File: src/hdl/rmbd_pkg.sv
// Shared types, codes and helpers for the region map bus decoder.
package rmbd_pkg;

   localparam int DEFAULT_REGION_SLOTS = 16;
   localparam int REQ_DATA_W = 136;
   localparam int REQ_USER_W = 3;
   localparam int RSP_DATA_W = 72;
   localparam int RSP_USER_W = 3;
   localparam int SLOT_OUT_W = 4;

   typedef logic [2:0] kind_type;
   localparam kind_type KIND_READ  = 3'd0;
   localparam kind_type KIND_WRITE = 3'd1;
   localparam kind_type KIND_MAP   = 3'd2;
   localparam kind_type KIND_UNMAP = 3'd3;
   localparam kind_type KIND_MOVE  = 3'd4;

   typedef logic [2:0] route_type;
   localparam route_type ROUTE_HIT     = 3'd0;
   localparam route_type ROUTE_DEVICE  = 3'd1;
   localparam route_type ROUTE_FAULT   = 3'd2;
   localparam route_type ROUTE_DONE    = 3'd3;
   localparam route_type ROUTE_REFUSED = 3'd4;

   typedef struct packed {
      kind_type    kind;
      logic [31:0] address;
      logic [1:0]  size_code;
      logic [31:0] write_data;
      logic [31:0] region_length;
      logic        writable;
      logic [31:0] destination;
   } req_type;

   typedef struct packed {
      route_type              route;
      logic [SLOT_OUT_W-1:0]  slot;
      logic [31:0]            offset;
      logic [31:0]            store_data;
      logic [1:0]             width_out;
      logic                   bus_error;
   } rsp_type;

   typedef struct packed {
      logic        valid;
      logic        contains_addr;
      logic        base_eq_addr;
      logic        map_blocked;
      logic        contains_dest;
      logic        dest_le_base;
      logic [31:0] base_minus_dest;
      logic [31:0] len;
      logic        writable;
      logic [31:0] offset;
      logic        past_end;
   } slot_stat_type;

   typedef struct packed {
      logic load;
      logic clear;
      logic move;
   } slot_cmd_type;

   function automatic logic [32:0] span_of(logic [1:0] size_code);
      return 33'd1 << size_code;
   endfunction

endpackage

File: src/hdl/rmbd_region_slot.sv
// One region slot: stored region and its parallel range comparators.
module rmbd_region_slot (
   input  logic                   clock,
   input  logic                   reset,
   input  rmbd_pkg::slot_cmd_type cmd,
   input  rmbd_pkg::req_type      item,
   output rmbd_pkg::slot_stat_type stat
);
   import rmbd_pkg::*;

   logic        valid_ff, valid_in;
   logic [31:0] base_ff, base_in;
   logic [31:0] len_ff, len_in;
   logic        writable_ff, writable_in;
   logic [31:0] addr_off, base_off, dest_off;
   logic        contains_addr;

   always_comb begin
      valid_in = valid_ff;
      if (cmd.load) begin
         valid_in = 1'b1;
      end else if (cmd.clear) begin
         valid_in = 1'b0;
      end
      base_in     = cmd.load ? item.address : (cmd.move ? item.destination : base_ff);
      len_in      = cmd.load ? item.region_length : len_ff;
      writable_in = cmd.load ? item.writable : writable_ff;
   end

   always_ff @(posedge clock) begin
      if (reset) begin
         valid_ff <= 1'b0;
      end else begin
         valid_ff <= valid_in;
      end
   end

   always_ff @(posedge clock) begin
      base_ff     <= base_in;
      len_ff      <= len_in;
      writable_ff <= writable_in;
   end

   assign addr_off      = item.address - base_ff;
   assign base_off      = base_ff - item.address;
   assign dest_off      = item.destination - base_ff;
   assign contains_addr = valid_ff && (item.address >= base_ff) && (addr_off < len_ff);

   always_comb begin
      stat.valid           = valid_ff;
      stat.contains_addr   = contains_addr;
      stat.base_eq_addr    = (base_ff == item.address);
      stat.map_blocked     = valid_ff && (contains_addr ||
                             ((base_ff >= item.address) && (base_off < item.region_length)));
      stat.contains_dest   = valid_ff && (item.destination >= base_ff) && (dest_off < len_ff);
      stat.dest_le_base    = item.destination <= base_ff;
      stat.base_minus_dest = base_ff - item.destination;
      stat.len             = len_ff;
      stat.writable        = writable_ff;
      stat.offset          = addr_off;
      stat.past_end        = ({1'b0, addr_off} + span_of(item.size_code)) > {1'b0, len_ff};
   end

endmodule

File: config.mk
export PLATFORM = sky130hd
export DESIGN_NAME = rmbd_region_slot
export DESIGN_NICKNAME = d
export VERILOG_FILES = /design/src/hdl/rmbd_pkg.sv /design/src/hdl/rmbd_region_slot.sv
export SDC_FILE = /design/constraint.sdc
export NUM_CORES = 1
export LEC_CHECK = 0
export BUFFER_PORTS_ARGS = -buffer_cell sky130_fd_sc_hd__buf_2
export CAP_MARGIN = 10
export CORE_MARGIN = 2
export CORE_UTILIZATION = 44
export CTS_BUF_LIST = sky130_fd_sc_hd__clkbuf_2 sky130_fd_sc_hd__clkbuf_4 sky130_fd_sc_hd__clkbuf_8
export CTS_CLUSTER_DIAMETER = 60
export CTS_CLUSTER_SIZE = 28
export DETAILED_ROUTE_END_ITERATION = 8
export PLACE_DENSITY = 0.66
export SLEW_MARGIN = 20
export SYNTH_ARGS = -nofsm -noshare
export SYNTH_HDL_FRONTEND = slang
export SYNTH_SLANG_ARGS = --single-unit
export TNS_END_PERCENT = 50
File: constraint.sdc
create_clock -name clock -period 8 [get_ports clock]
set_input_delay 1.6 -clock clock [delete_from_list [all_inputs] [get_ports clock]]
set_output_delay 1.6 -clock clock [all_outputs]
set_load 0.01 [all_outputs]
# [Word level (Yosys, flattened, before mapping)]
# Cells that the tools add are included.
[word_totals] ff_bits=66 in_bits=139 output_inout_bits=104 elab_cells=32
[classes] n_addsub=5 n_lt_le_gt_ge=8 eq_ne=1 shift=1 n_mux=4 reduce_logical=9
[op_table] cell="$sub A32 B32 Y32" n=4
[op_table] cell="$ge A32 B32 Y1" n=3
[op_table] cell="$lt A32 B32 Y1" n=3
[op_table] cell="$mux W32" n=2
[op_table] cell="$add A32 B33 Y33" n=1
[op_table] cell="$gt A33 B32 Y1" n=1
[op_table] cell="$shl A1 B2 Y33 const A" n=1
[op_table] cell="$eq A32 B32 Y1" n=1
[op_table] cell="$le A32 B32 Y1" n=1
[op_table] cell="$logic_and A1 B1 Y1" n=6
[op_table] cell="$reduce_bool A2 Y1" n=2
[op_table] cell="$mux W1" n=2
[op_table] cell="$logic_or A1 B1 Y1" n=1

# [Depth between registers and ports, before layout]
[depth] depth_word=5 ltp_mapped=27 ltp_nobuf=26

# [Least setup slack after synthesis]
# Ideal clock, no wire load.
[synth_path] kind="in2out" startpoint="input item[99] (netlist name)" endpoint="output stat[0] (netlist name)" arrival_ns=6.103 required_ns=6.400 path_slack_ns=0.297 path_stages=27 path_buffers=1 path_cell_list="inv_1 > ha_1 > inv_1 > fa_1 > inv_1 > fa_1 > nor2b_1 > o21ai_0 > nand2b_1 > and2_1 > inv_1 > nor4_2 > and3_2 > buf_2 > nand3_1 > xnor2_1 > ha_1 > a21o_1 > a21o_1 > a21o_1 > a21o_1 > a21oi_1 > o21ai_0 > a21o_1 > a21oi_1 > a41oi_1 > a31o_1"
[synth_lines] item="start, declared" line_no="rmbd_region_slot.sv:6" source="input rmbd_pkg::req_type item,"
[synth_lines] item="end, declared" line_no="rmbd_region_slot.sv:7" source="output rmbd_pkg::slot_stat_type stat"

==> results.md <==
- First-pass GRT wire length: 66.30 mm
- Min Tclk post-route: 7.881 ns
- Setup CP Type: in2out
- Top cell by count, worst path: a21o_1
- Final global-route overflow total: 0
- Clock share of power: 0.096
- Root buf cell: clkbuf_8
- Synthesized area: 13,060 sq um
- Largest net degree at the start of global routing: 53
- R2R depth: 2
- R2R Setup Slk: 7.24 ns
- Row count: 63
- Die Height: 176.3 microns
- Multi-input logic area: 10,140 sq um
- Initial antenna violation count: 1
- Fin util: 0.5308
- Clock Path Buffers: 2
- Layout cells sized above 1: 0.2250
- Num ports: 243
- Crit path depth: 26
- Tightest Hold Check Type: reg2reg
- Worst setup SP type: input port
- Fillers: 2,850
- Mapped Cells: 1,638
- Global-route usage over all layers: 0.2739
- CTS tree: yes
- Layout Cells excl Fill: 2,320
- Period utilization: 0.9852
- Vias: 12,790
- Worst rel slew slack: 0.4304
- Slew @ Worst Pin: 0.8478 ns
- Largest delay contributor family on the critical path: compound AO/OA/AOI/OAI gates
- Worst r2r dst: valid_ff$_SDFFE_PP0P_
- Asr flop ratio synth: 0
- Cell Int Power: 1.538 mW
- DR WL/cell: 18.72 microns
- Hold violation count in the final report: 0
- P per Cell Area: 191.4 nW/um^2
- Clock-pin slew of the registers on the worst-case setup and hold paths: 0.07 ns
- Peak supply drop: 0.08449 mV
- Slew Viols, Final: 0
- Synth top cells by count: ha_1 (256), inv_1 (205), a21oi_1 (158), o21ai_0 (116), nand2_1 (107)
- EDFF count, synth: 65
- Die Area: 31,080 sq um
- Worst Setup Slack, final: 0.1186 ns
- WP data required: 6.40 ns
- Hold-critical path endpoint: valid_ff$_SDFFE_PP0P_
- Hold Startpoint: valid_ff$_SDFFE_PP0P_
- Worst Path Buf+Inv: 5
- Hold Worst Slack: 0.6444 ns
- CTS Hold Bufs: 0
- Status: completed
- RSZ-0062 raised after global routing: true
- Fmax: 0.1269 GHz
- First-pass iteration count of the detailed router: 6
- Flop pwr share: 0.149
- Area contributors post-synth: ha_1 (25%), edfxtp_1 (15%), xnor2_1 (6.5%)
- DRC violations left: 0
- Crit-path slowest cell: a221o_1
- Worst Hold Depth: 2
- Cts bufs inserted: 9
- Top FF cell, synth: edfxtp_1
- FF/Latch Area: 1972 sq um
- FF-to-FF Start: valid_ff$_SDFFE_PP0P_
- Vias in the first global route: 12,320
- Dpl ws: -0.1642 ns
- HPWL Detailed: 37.30 mm
- H-tree Lvls: 3
- Worst setup EP type: output pin
- Peak fanout along the critical path: 4
- Leak: 7.901 nW
- Arrival time at the worst endpoint: 6.28 ns
- Share of the yosys chip area belonging to registers: 0.1510
- Max stage delay on crit path: 0.39 ns
- # clock sinks: 66
- Gp weighted congestion: 0.9448
- Syn. warnings: 0
- Post-synth top area cell: ha_1
- Syn avg cell area: 7.973 sq um
- DR vias/cell: 5.512
- NetSw: 1.450 mW
- Syn Nets: 2,038
- Maxcap violations: 0
- Share of the synthesized area in the top cell type: 0.2453
- Most frequent cell after synthesis: ha_1
- Die W: 176.3 microns
- Layout Nets: 2,324
- #FFs+latches synth: 66
- Layout area overhead: 19.51%
- Area of the core: 29,400 sq um
- Starting Density: 0.4442
- Routed wire length: 43.42 mm
- Logic pwr share: 0.754
- Post-Place Cells: 2,292
- PortBufs: 207
- Switching Share: 0.4853
- Overall power: 2.988 mW
- 1st-iter DRT viols: 1,085
- Skew-Pair Late Insertion Delay: 0.38 ns
- Post-synth cell types: 96
- Post-Route Skew: 0 ns
- Final setup violation count: 0
- ANT nets after route: 0
[logic make-up (layout without fill, tap and decap cells)]
kind of cell	after synthesis	in the layout	share of synthesized area
compound gates	512	512	0.2538
simple gates	384	384	0.1543
buf+inv	271	562	0.08766
fa+ha+maj	261	261	0.2529
xor+xnor	141	141	0.09772
flops	66	66	0.1510
mux	3	3	0.002587
other cells	0	1	0
[routing by layer]
metal,up-vias,global-route usage,wire length (microns)
met5,-,0,0
met4,0,0.06198,849
met3,49,0.02562,2530
met2,400,0.4322,18830
met1,5977,0.4030,21210
li1,6361,-,-
[power by group through the flow]
stage / Sequential [mW] / Combinational, mW / Clock, mW
after global placement: 0.451 / 2.11 / 0
final: 0.446 / 2.25 / 0.287
after detailed placement: 0.453 / 2.15 / 0
after floorplan: 0.450 / 1.37 / 0
after global routing: 0.450 / 2.47 / 0.301
after CTS: 0.445 / 2.19 / 0.289
[what timing repair did]
action	in CTS	in global routing
setup buffers	7	4
gates cloned	0	0
gates resized for setup	19	23
endpoints found under the setup margin	1	3
pin swaps	19	27
[layout by cell type (no fill, tap or decap), types with 5 or more instances in the layout]
cell type and count:
ha_1 255, buf_2 206, inv_1 204, a21oi_1 155, buf_4 134, o21ai_0 110
nand2_1 107, xnor2_1 93, a21o_1 81, nor2_1 77, edfxtp_1 65, nand4_1 38
xor2_1 37, nor2b_1 33, nand3_1 26, o21bai_1 24, o21a_1 21, nand2b_1 19
nor3_1 16, a211oi_1 15, o211ai_1 13, clkbuf_8 12, and3_1 10, a31oi_1 9
a221oi_1 9, and2_1 8, or3_1 7, o2111ai_1 7, xnor2_2 6, and3_4 5
o21ai_1 5, or2_2 5, a21boi_0 5
[state kept, by name (all words and copies together), names as in the netlist]
register and flops:
valid_ff 1, len_ff 32, writable_ff 1, base_ff 32
[per-stage QoR]
step	cell area, sq um	setup TNS [ns]
floorplan	13060	0
global placement	15130	-0.08154
detailed placement	15130	-0.1642
CTS	15460	0
global route	15610	-0.07675
finish	15610	0
[tightest hold or removal path, stage by stage (launching register included)]
cell and delay, ns:
dfxtp_1 0.39, a21oi_1 0.16, nor2_1 0.05
[area by class of cell]
cell class / count / area share
repair buffers: 340 / 0.1305
clock buffers: 14 / 0.01154
flip-flops and latches: 66 / 0.1263
multi-input cells: 1301 / 0.6500
diodes: 1 / 0.0001603
clock inverters: 2 / 0.0006413
well taps: 390 / 0.03126
inverters: 206 / 0.04954
[worst max path at each step]
stage / from / end / slack, ns
6_report: item[99] / stat[0] / 0.12
5_1_grt: item[99] / stat[0] / -0.08
4_1_cts: item[99] / stat[0] / 0.004
3_5_place_dp: item[99] / stat[0] / -0.16
3_3_place_gp: item[99] / stat[0] / -0.08
2_1_floorplan: item[99] / stat[0] / 0.30
Note: power is estimated with default switching activity, not from simulation.
