## config.mk

```make
export PLATFORM = sky130hd
export DESIGN_NAME = rmbd_decode
export DESIGN_NICKNAME = d
export VERILOG_FILES = /design/src/hdl/rmbd_pkg.sv /design/src/hdl/rmbd_decode.sv
export SDC_FILE = /design/constraint.sdc
export NUM_CORES = 1
export LEC_CHECK = 0
export ABC_AREA = 1
export BUFFER_PORTS_ARGS = -buffer_cell sky130_fd_sc_hd__buf_2
export CELL_PAD_IN_SITES_DETAIL_PLACEMENT = 1
export CELL_PAD_IN_SITES_GLOBAL_PLACEMENT = 2
export CORE_AREA = 2 2 752 754
export DETAILED_ROUTE_END_ITERATION = 10
export DIE_AREA = 0 0 754 756
export PLACE_DENSITY = 0.35
export SLEW_MARGIN = 20
export SYNTH_ARGS = -nofsm -noshare
export SYNTH_HDL_FRONTEND = slang
export SYNTH_SLANG_ARGS = --single-unit
```

## constraint.sdc

```tcl
create_clock -name vclk -period 6.8
set_clock_uncertainty 0.05 [all_clocks]
set_input_delay 0.68 -clock vclk [all_inputs]
set_output_delay 0.68 -clock vclk [all_outputs]
set_load 0.005 [all_outputs]
```

## src/hdl/rmbd_pkg.sv

```systemverilog
// Shared types, codes and helpers for the region map bus decoder.
package rmbd_pkg;

   localparam int DEFAULT_REGION_SLOTS = 16;
   localparam int REQ_DATA_W = 136;
   localparam int REQ_USER_W = 3;
   localparam int RSP_DATA_W = 72;
   localparam int RSP_USER_W = 3;
   localparam int SLOT_OUT_W = 4;

   typedef logic [2:0] kind_type;
   localparam kind_type KIND_READ  = 3'd0;
   localparam kind_type KIND_WRITE = 3'd1;
   localparam kind_type KIND_MAP   = 3'd2;
   localparam kind_type KIND_UNMAP = 3'd3;
   localparam kind_type KIND_MOVE  = 3'd4;

   typedef logic [2:0] route_type;
   localparam route_type ROUTE_HIT     = 3'd0;
   localparam route_type ROUTE_DEVICE  = 3'd1;
   localparam route_type ROUTE_FAULT   = 3'd2;
   localparam route_type ROUTE_DONE    = 3'd3;
   localparam route_type ROUTE_REFUSED = 3'd4;

   typedef struct packed {
      kind_type    kind;
      logic [31:0] address;
      logic [1:0]  size_code;
      logic [31:0] write_data;
      logic [31:0] region_length;
      logic        writable;
      logic [31:0] destination;
   } req_type;

   typedef struct packed {
      route_type              route;
      logic [SLOT_OUT_W-1:0]  slot;
      logic [31:0]            offset;
      logic [31:0]            store_data;
      logic [1:0]             width_out;
      logic                   bus_error;
   } rsp_type;

   typedef struct packed {
      logic        valid;
      logic        contains_addr;
      logic        base_eq_addr;
      logic        map_blocked;
      logic        contains_dest;
      logic        dest_le_base;
      logic [31:0] base_minus_dest;
      logic [31:0] len;
      logic        writable;
      logic [31:0] offset;
      logic        past_end;
   } slot_stat_type;

   typedef struct packed {
      logic load;
      logic clear;
      logic move;
   } slot_cmd_type;

   function automatic logic [32:0] span_of(logic [1:0] size_code);
      return 33'd1 << size_code;
   endfunction

endpackage

```

## src/hdl/rmbd_decode.sv

```systemverilog
// Slot priority selection, route decision and table update commands.
module rmbd_decode #(
   parameter int REGION_SLOTS = rmbd_pkg::DEFAULT_REGION_SLOTS
) (
   input  rmbd_pkg::req_type                          item,
   input  rmbd_pkg::slot_stat_type [REGION_SLOTS-1:0] stat,
   input  logic                                       bus_error_enable,
   output rmbd_pkg::rsp_type                          result,
   output rmbd_pkg::slot_cmd_type  [REGION_SLOTS-1:0] cmd
);
   import rmbd_pkg::*;

   localparam int SLOT_W = (REGION_SLOTS > 1) ? $clog2(REGION_SLOTS) : 1;

   logic                    hit_found, free_found, map_blocked_any, dest_blocked;
   logic [SLOT_W-1:0]       hit_idx, free_idx;
   logic [REGION_SLOTS-1:0] hit_sel, free_sel;
   slot_stat_type           hit_stat;
   logic                    map_ok, unmap_ok, move_ok;

   always_comb begin
      hit_found       = 1'b0;
      free_found      = 1'b0;
      map_blocked_any = 1'b0;
      hit_idx         = '0;
      free_idx        = '0;
      hit_sel         = '0;
      free_sel        = '0;
      hit_stat        = '0;
      for (int i = REGION_SLOTS - 1; i >= 0; i--) begin
         if (stat[i].contains_addr) begin
            hit_found = 1'b1;
            hit_idx   = SLOT_W'(i);
            hit_sel   = REGION_SLOTS'(1) << i;
            hit_stat  = stat[i];
         end
         if (!stat[i].valid) begin
            free_found = 1'b1;
            free_idx   = SLOT_W'(i);
            free_sel   = REGION_SLOTS'(1) << i;
         end
         if (stat[i].map_blocked) begin
            map_blocked_any = 1'b1;
         end
      end
   end

   always_comb begin
      dest_blocked = 1'b0;
      for (int i = 0; i < REGION_SLOTS; i++) begin
         if (stat[i].contains_dest ||
             (stat[i].valid && stat[i].dest_le_base &&
              (stat[i].base_minus_dest < hit_stat.len))) begin
            dest_blocked = 1'b1;
         end
      end
   end

   assign map_ok   = (item.kind == KIND_MAP) && !map_blocked_any && free_found;
   assign unmap_ok = (item.kind == KIND_UNMAP) && hit_found && hit_stat.base_eq_addr;
   assign move_ok  = (item.kind == KIND_MOVE) && hit_found && hit_stat.base_eq_addr &&
                     !dest_blocked;

   always_comb begin
      for (int i = 0; i < REGION_SLOTS; i++) begin
         cmd[i].load  = map_ok && free_sel[i];
         cmd[i].clear = unmap_ok && hit_sel[i];
         cmd[i].move  = move_ok && hit_sel[i];
      end
   end

   always_comb begin
      result       = '0;
      result.route = ROUTE_REFUSED;
      case (item.kind)
         KIND_READ, KIND_WRITE: begin
            result.width_out  = item.size_code;
            result.store_data = (item.kind == KIND_WRITE) ? item.write_data : 32'd0;
            if (!hit_found) begin
               result.route = ROUTE_DEVICE;
            end else begin
               result.slot   = SLOT_OUT_W'(hit_idx);
               result.offset = hit_stat.offset;
               if (((item.kind == KIND_WRITE) && !hit_stat.writable) || hit_stat.past_end) begin
                  result.route     = ROUTE_FAULT;
                  result.bus_error = bus_error_enable;
               end else begin
                  result.route = ROUTE_HIT;
               end
            end
         end
         KIND_MAP: begin
            if (map_ok) begin
               result.route = ROUTE_DONE;
               result.slot  = SLOT_OUT_W'(free_idx);
            end
         end
         KIND_UNMAP, KIND_MOVE: begin
            if (unmap_ok || move_ok) begin
               result.route = ROUTE_DONE;
               result.slot  = SLOT_OUT_W'(hit_idx);
            end
         end
         default: begin
            result.route = ROUTE_REFUSED;
         end
      endcase
   end

endmodule

```

# Word level (Yosys, flattened, before mapping)
# Cells that the tools add are included.
op_classes:
  add_sub_neg: 0
  n_mul: 0
  n_div: 0
  order_cmp: 16
  n_eq_ne: 4
  n_shift: 0
  muxes: 155
  bitwise: 0
  n_reduce_logical: 112
ops:
  columns: ["op", "n"]
  rows:
  - ["$mux 102", 16]
  - ["$lt 32x32->1", 16]
  - ["$mux 16", 32]
  - ["$mux 4", 32]
  - ["$logic_and 1x1->1", 88]
  - ["$mux 67", 1]
  - ["$mux 1", 66]
  - ["$mux 36", 1]
  - ["$mux 32", 1]
  - ["$logic_or 1x1->1", 18]
  - ["$mux 7", 2]
  - ["$pmux 4 s3", 1]
  - ["$pmux 3 s3", 1]
  - ["$eq 3x2->1 const B", 2]
  - ["$mux 2", 2]
  - ["$reduce_or 2->1", 2]
  - ["$eq 3x1->1 const B", 1]
  - ["$eq 3x3->1 const B", 1]
  - ["$logic_not 1->1", 3]
  - ["$logic_not 3->1", 1]
word_totals:
  ff_bits: 0
  latch_bits: 0
  mem_bits_rw: 0
  rom_bits: 0
  input_bits: 1799
  output_inout_bits: 122
  elab_cells: 287
  memories: 0

# Longest topological paths before layout
logic_depth:
  ltp_word: 40
  depth_mapped: 34

# Worst setup path before layout
# No wires, ideal clock.
synth_timing:
  kind: "input port to output port"
  from: "input stat[1558] (netlist bit)"
  to: "output cmd[0] (netlist bit)"
  t_arrival_ps: 4802
  required_ps: 6070
  setup_slack_ps: 1268
  cell_stages: 29
  path_buffers: 4
  path_cell_list: "clkbuf_1 -> inv_1 -> nand2_1 -> inv_1 -> clkbuf_1 -> clkbuf_1 -> nand2_1 -> a311oi_1 -> o221ai_1 -> nand3_1 -> o211ai_1 -> nand4_1 -> a22oi_1 -> nand2_1 -> o21ai_0 -> ha_1 -> nand2_1 -> inv_1 -> nand3_1 -> nor4_1 -> inv_1 -> nor4_1 -> a21oi_1 -> nor3b_2 -> nand2_1 -> nor2_2 -> nand3b_4 -> buf_8 -> nor2_4"
synth_rtl:
  columns: ["element", "line_no", "text"]
  rows:
  - ["from (decl)", "rmbd_decode.sv:6", "input rmbd_pkg::slot_stat_type [REGION_SLOTS-1:0] stat,"]
  - ["to (decl)", "rmbd_decode.sv:9", "output rmbd_pkg::slot_cmd_type [REGION_SLOTS-1:0] cmd"]

==> implementation parameters <==
Parameter                              Value

Die
  Floorplan Core Area ... 563,000 sq um
  Chip height ... 756 microns
  Number of top-level pins ... 1,921
  Area enclosed by the die boundary ... about 570,000 sq um
  Die X ... 754 microns
  Num rows ... 276
  Initial core utilization ... 3.64%

Pwr
  Combinational fraction of design power ... 100.0%
  Fraction of power consumed by the clock network ... 0%
  Pwr per Cell Area ... approximately 80 nW/um^2
  Sequential Power Share ... 0%
  Internal power ... 1560 uW
  Switching Power ... about 2200 uW
  Fraction of power spent switching nets ... 58.7%
  Worst supply voltage drop on vdd ... 0.0333 mV
  Leakage Power ... 0.0206 uW

Timing
  Hold Slack ... 1.59 ns
  Final setup margin ... -0.00613 ns
  Number of hold violations in the final report ... 0
  Max Freq ... 0.147 GHz
  Total Neg Setup Slack ... -0.00613 ns
  Rel. slew slack ... 26.3%
  Least-Margin Pin Slew ... 1.11 ns
  Final count of pins violating max slew ... 0
  Unrepaired setup endpoints after global routing ... true
  Clock period minus final worst setup slack ... just under 7 ns
  Setup Viol. Count Final ... 1
  Share of the clock period used by the worst path after layout ... 100%

Synthesis
  Warning count from the yosys run ... 0
  Post-synthesis cell count ... approximately 3,400
  Synth Net Count ... 5,719
  Cell Area, Synth ... 20,500 sq um
  Mean Syn Cell Area ... 5.98 sq um
  Register area share after synthesis ... 0%
  Library cells used by synthesis ... 58

Placed design
  GPL Wtd Cong ... 0.907
  Placed wire-length estimate ... 385 mm
  Place WS ... -2.08 ns
  Port buffer count ... 1,824
  Post-placement cell count ... 13,147
  Placed cell areas ... 44,200 sq um

Cells and area
  Number of sequential storage elements ... 0
  Total non-filler cell area in the finished layout ... 47,600 sq um
  Area added between synthesis and finish ... 133%
  Net total in the final layout ... ~8,000
  Layout clock buffers ... 0
  Non-filler instance count after layout ... 13,429
  Register area ... 0 sq um
  Fraction of layout cells with a size suffix above 1 ... 49.1%

Clock tree
  Post-cts hold buffer count ... 0

Detailed routing
  Overall routed net length ... 414 mm
  Number of remaining DRC errors ... 0
  Routed Antenna Nets ... 0
  WL/cell ... 30.8 microns
  First-pass iteration count of the detailed router ... 5
  Via total after detailed routing ... approximately 39,000
  Routed vias/inst ... 2.87
  Starting DRC count in detailed routing ... about 2,700

Critical path
  Required @ worst endpoint ... 6.07 ns
  Critical path fanouts, max ... 9
  Critical path startpoint category ... input pin
  Worst Setup Path Type ... in2out
  Endpoint kind of the worst setup timing path ... primary output
  Library cell contributing the largest single delay on the critical path ... sky130_fd_sc_hd__a211oi_2
  Slowest stage delay, CP ... 0.33 ns
  Cell repeated most along the worst path ... sky130_fd_sc_hd__buf_12
  Signal arrival time at the worst endpoint ... 6.08 ns

Global routing
  Wire length of the first global-routing pass ... 498 mm
  Total global-route track usage ... 13.8%
  Number of antenna violations at the first check in global routing ... 523
  Pin count of the biggest net entering global routing ... 53
  Number of global-route vias before repair ... ~39,000
  Total congestion overflow ... 0

Run status
  Run status ... finished with violations
  Violations in the final reports ... setup timing

Min path
  Kind of path behind the tightest hold check ... in2out

Run
  Max Cap Viol ... 0
## kinds of logic after synthesis
group | synth area share, %
adder cells (fa/ha/maj) | 30.3
buffers and inverters | 6.65
AO/OA/AOI/OAI | 28.0
AND/OR/NAND/NOR | 35.0
## metrics by stage
step | util, % | total power (uW)
after floorplan | - | 1130
after global placement | 7.85 | 3620
after detailed placement | 7.86 | 3610
after CTS | 8.12 | 3760
after global routing | 8.42 | 4160
final | 8.47 | 3780
## critical path, delay by kind of cell
| kind | cells | cell delay (ns) |
|---|---|---|
| buffers and inverters | 15 | 2.13 |
| AOI/OAI and AO/OA | 10 | 1.83 |
| and+or+nand+nor | 11 | 0.97 |
| adders and majority gates | 1 | 0.30 |
## synth_stat cells, types with 17 or more instances
library cell | number | area [sq um]
sky130_fd_sc_hd__clkbuf_1 | 134 | 503
sky130_fd_sc_hd__buf_1 | 37 | 139
sky130_fd_sc_hd__a31oi_1 | 28 | 175
sky130_fd_sc_hd__o221ai_1 | 91 | 797
sky130_fd_sc_hd__nand3_1 | 134 | 671
sky130_fd_sc_hd__ha_1 | 496 | 6210
sky130_fd_sc_hd__nand2_1 | 890 | 3340
sky130_fd_sc_hd__o211ai_1 | 75 | 563
sky130_fd_sc_hd__a22oi_1 | 30 | 225
sky130_fd_sc_hd__nand3b_1 | 17 | 128
sky130_fd_sc_hd__a311oi_1 | 61 | 534
sky130_fd_sc_hd__o22ai_1 | 101 | 632
sky130_fd_sc_hd__a211oi_1 | 46 | 345
sky130_fd_sc_hd__nor2_1 | 463 | 1740
sky130_fd_sc_hd__a21oi_1 | 265 | 1330
sky130_fd_sc_hd__a221oi_1 | 17 | 149
sky130_fd_sc_hd__nor3_1 | 21 | 105
sky130_fd_sc_hd__nand4_1 | 105 | 657
sky130_fd_sc_hd__inv_1 | 166 | 623
sky130_fd_sc_hd__o21ai_0 | 115 | 576
sky130_fd_sc_hd__nor4_1 | 30 | 188
## cell usage in the layout (no fill, tap or decap), drive strengths merged, types with 46 or more instances in the layout
cell type / Yosys / final
ha: 496 / 496
nor2: 477 / 477
o22ai: 101 / 101
a211oi: 46 / 46
o211ai: 75 / 75
nand3: 134 / 134
buf: 45 / 2473
a311oi: 61 / 61
o21ai: 119 / 119
o221ai: 91 / 91
nand4: 105 / 105
diode: 0 / 195
nand2: 893 / 893
inv: 171 / 167
a21oi: 266 / 266
## metal layers
| layer | global-route usage [%] | part of all wire (%) | vias up |
|---|---|---|---|
| met5 | 0 | 0.37 | - |
| met4 | 1.66 | 2.2 | 242 |
| met3 | 4.37 | 7.9 | 816 |
| met2 | 24.0 | 47 | 2013 |
| met1 | 17.1 | 42 | 18077 |
| li1 | - | - | 17376 |
## final cells by class
type / count / area, sq um
Fill cell: 68087 / 515000
Tap cell: 7506 / 9390
Multi-Input combinational cell: 3069 / 21200
Antenna cell: 195 / 488
Inverter: 176 / 698
Timing Repair Buffer: 2483 / 15900
## repair_timing
action / 4_1_cts / 5_1_grt
resized for setup: 218 / 246
pin swaps: 53 / 105
hold endpoints to repair: 0 / 0
gates cloned: 2 / 2
endpoints found under the setup margin: 23 / 23
buffers inserted: 49 / 39
## power groups by stage
stage	clock network [uW]	registers [uW]	logic, uW
finish	0.00395	0	3780
detailed placement	0	0	3610
CTS	0	0	3760
floorplan	0	0	1130
global placement	0	0	3620
global route	0.00182	0	4160
## worst paths after layout
path | startpoint | to | cells after the start | slack, ns
min | item[79] | result[17] | 4 | 1.59
max | stat[1350] | cmd[0] | 37 | -0.006
Power figures use the tool's default switching activity.
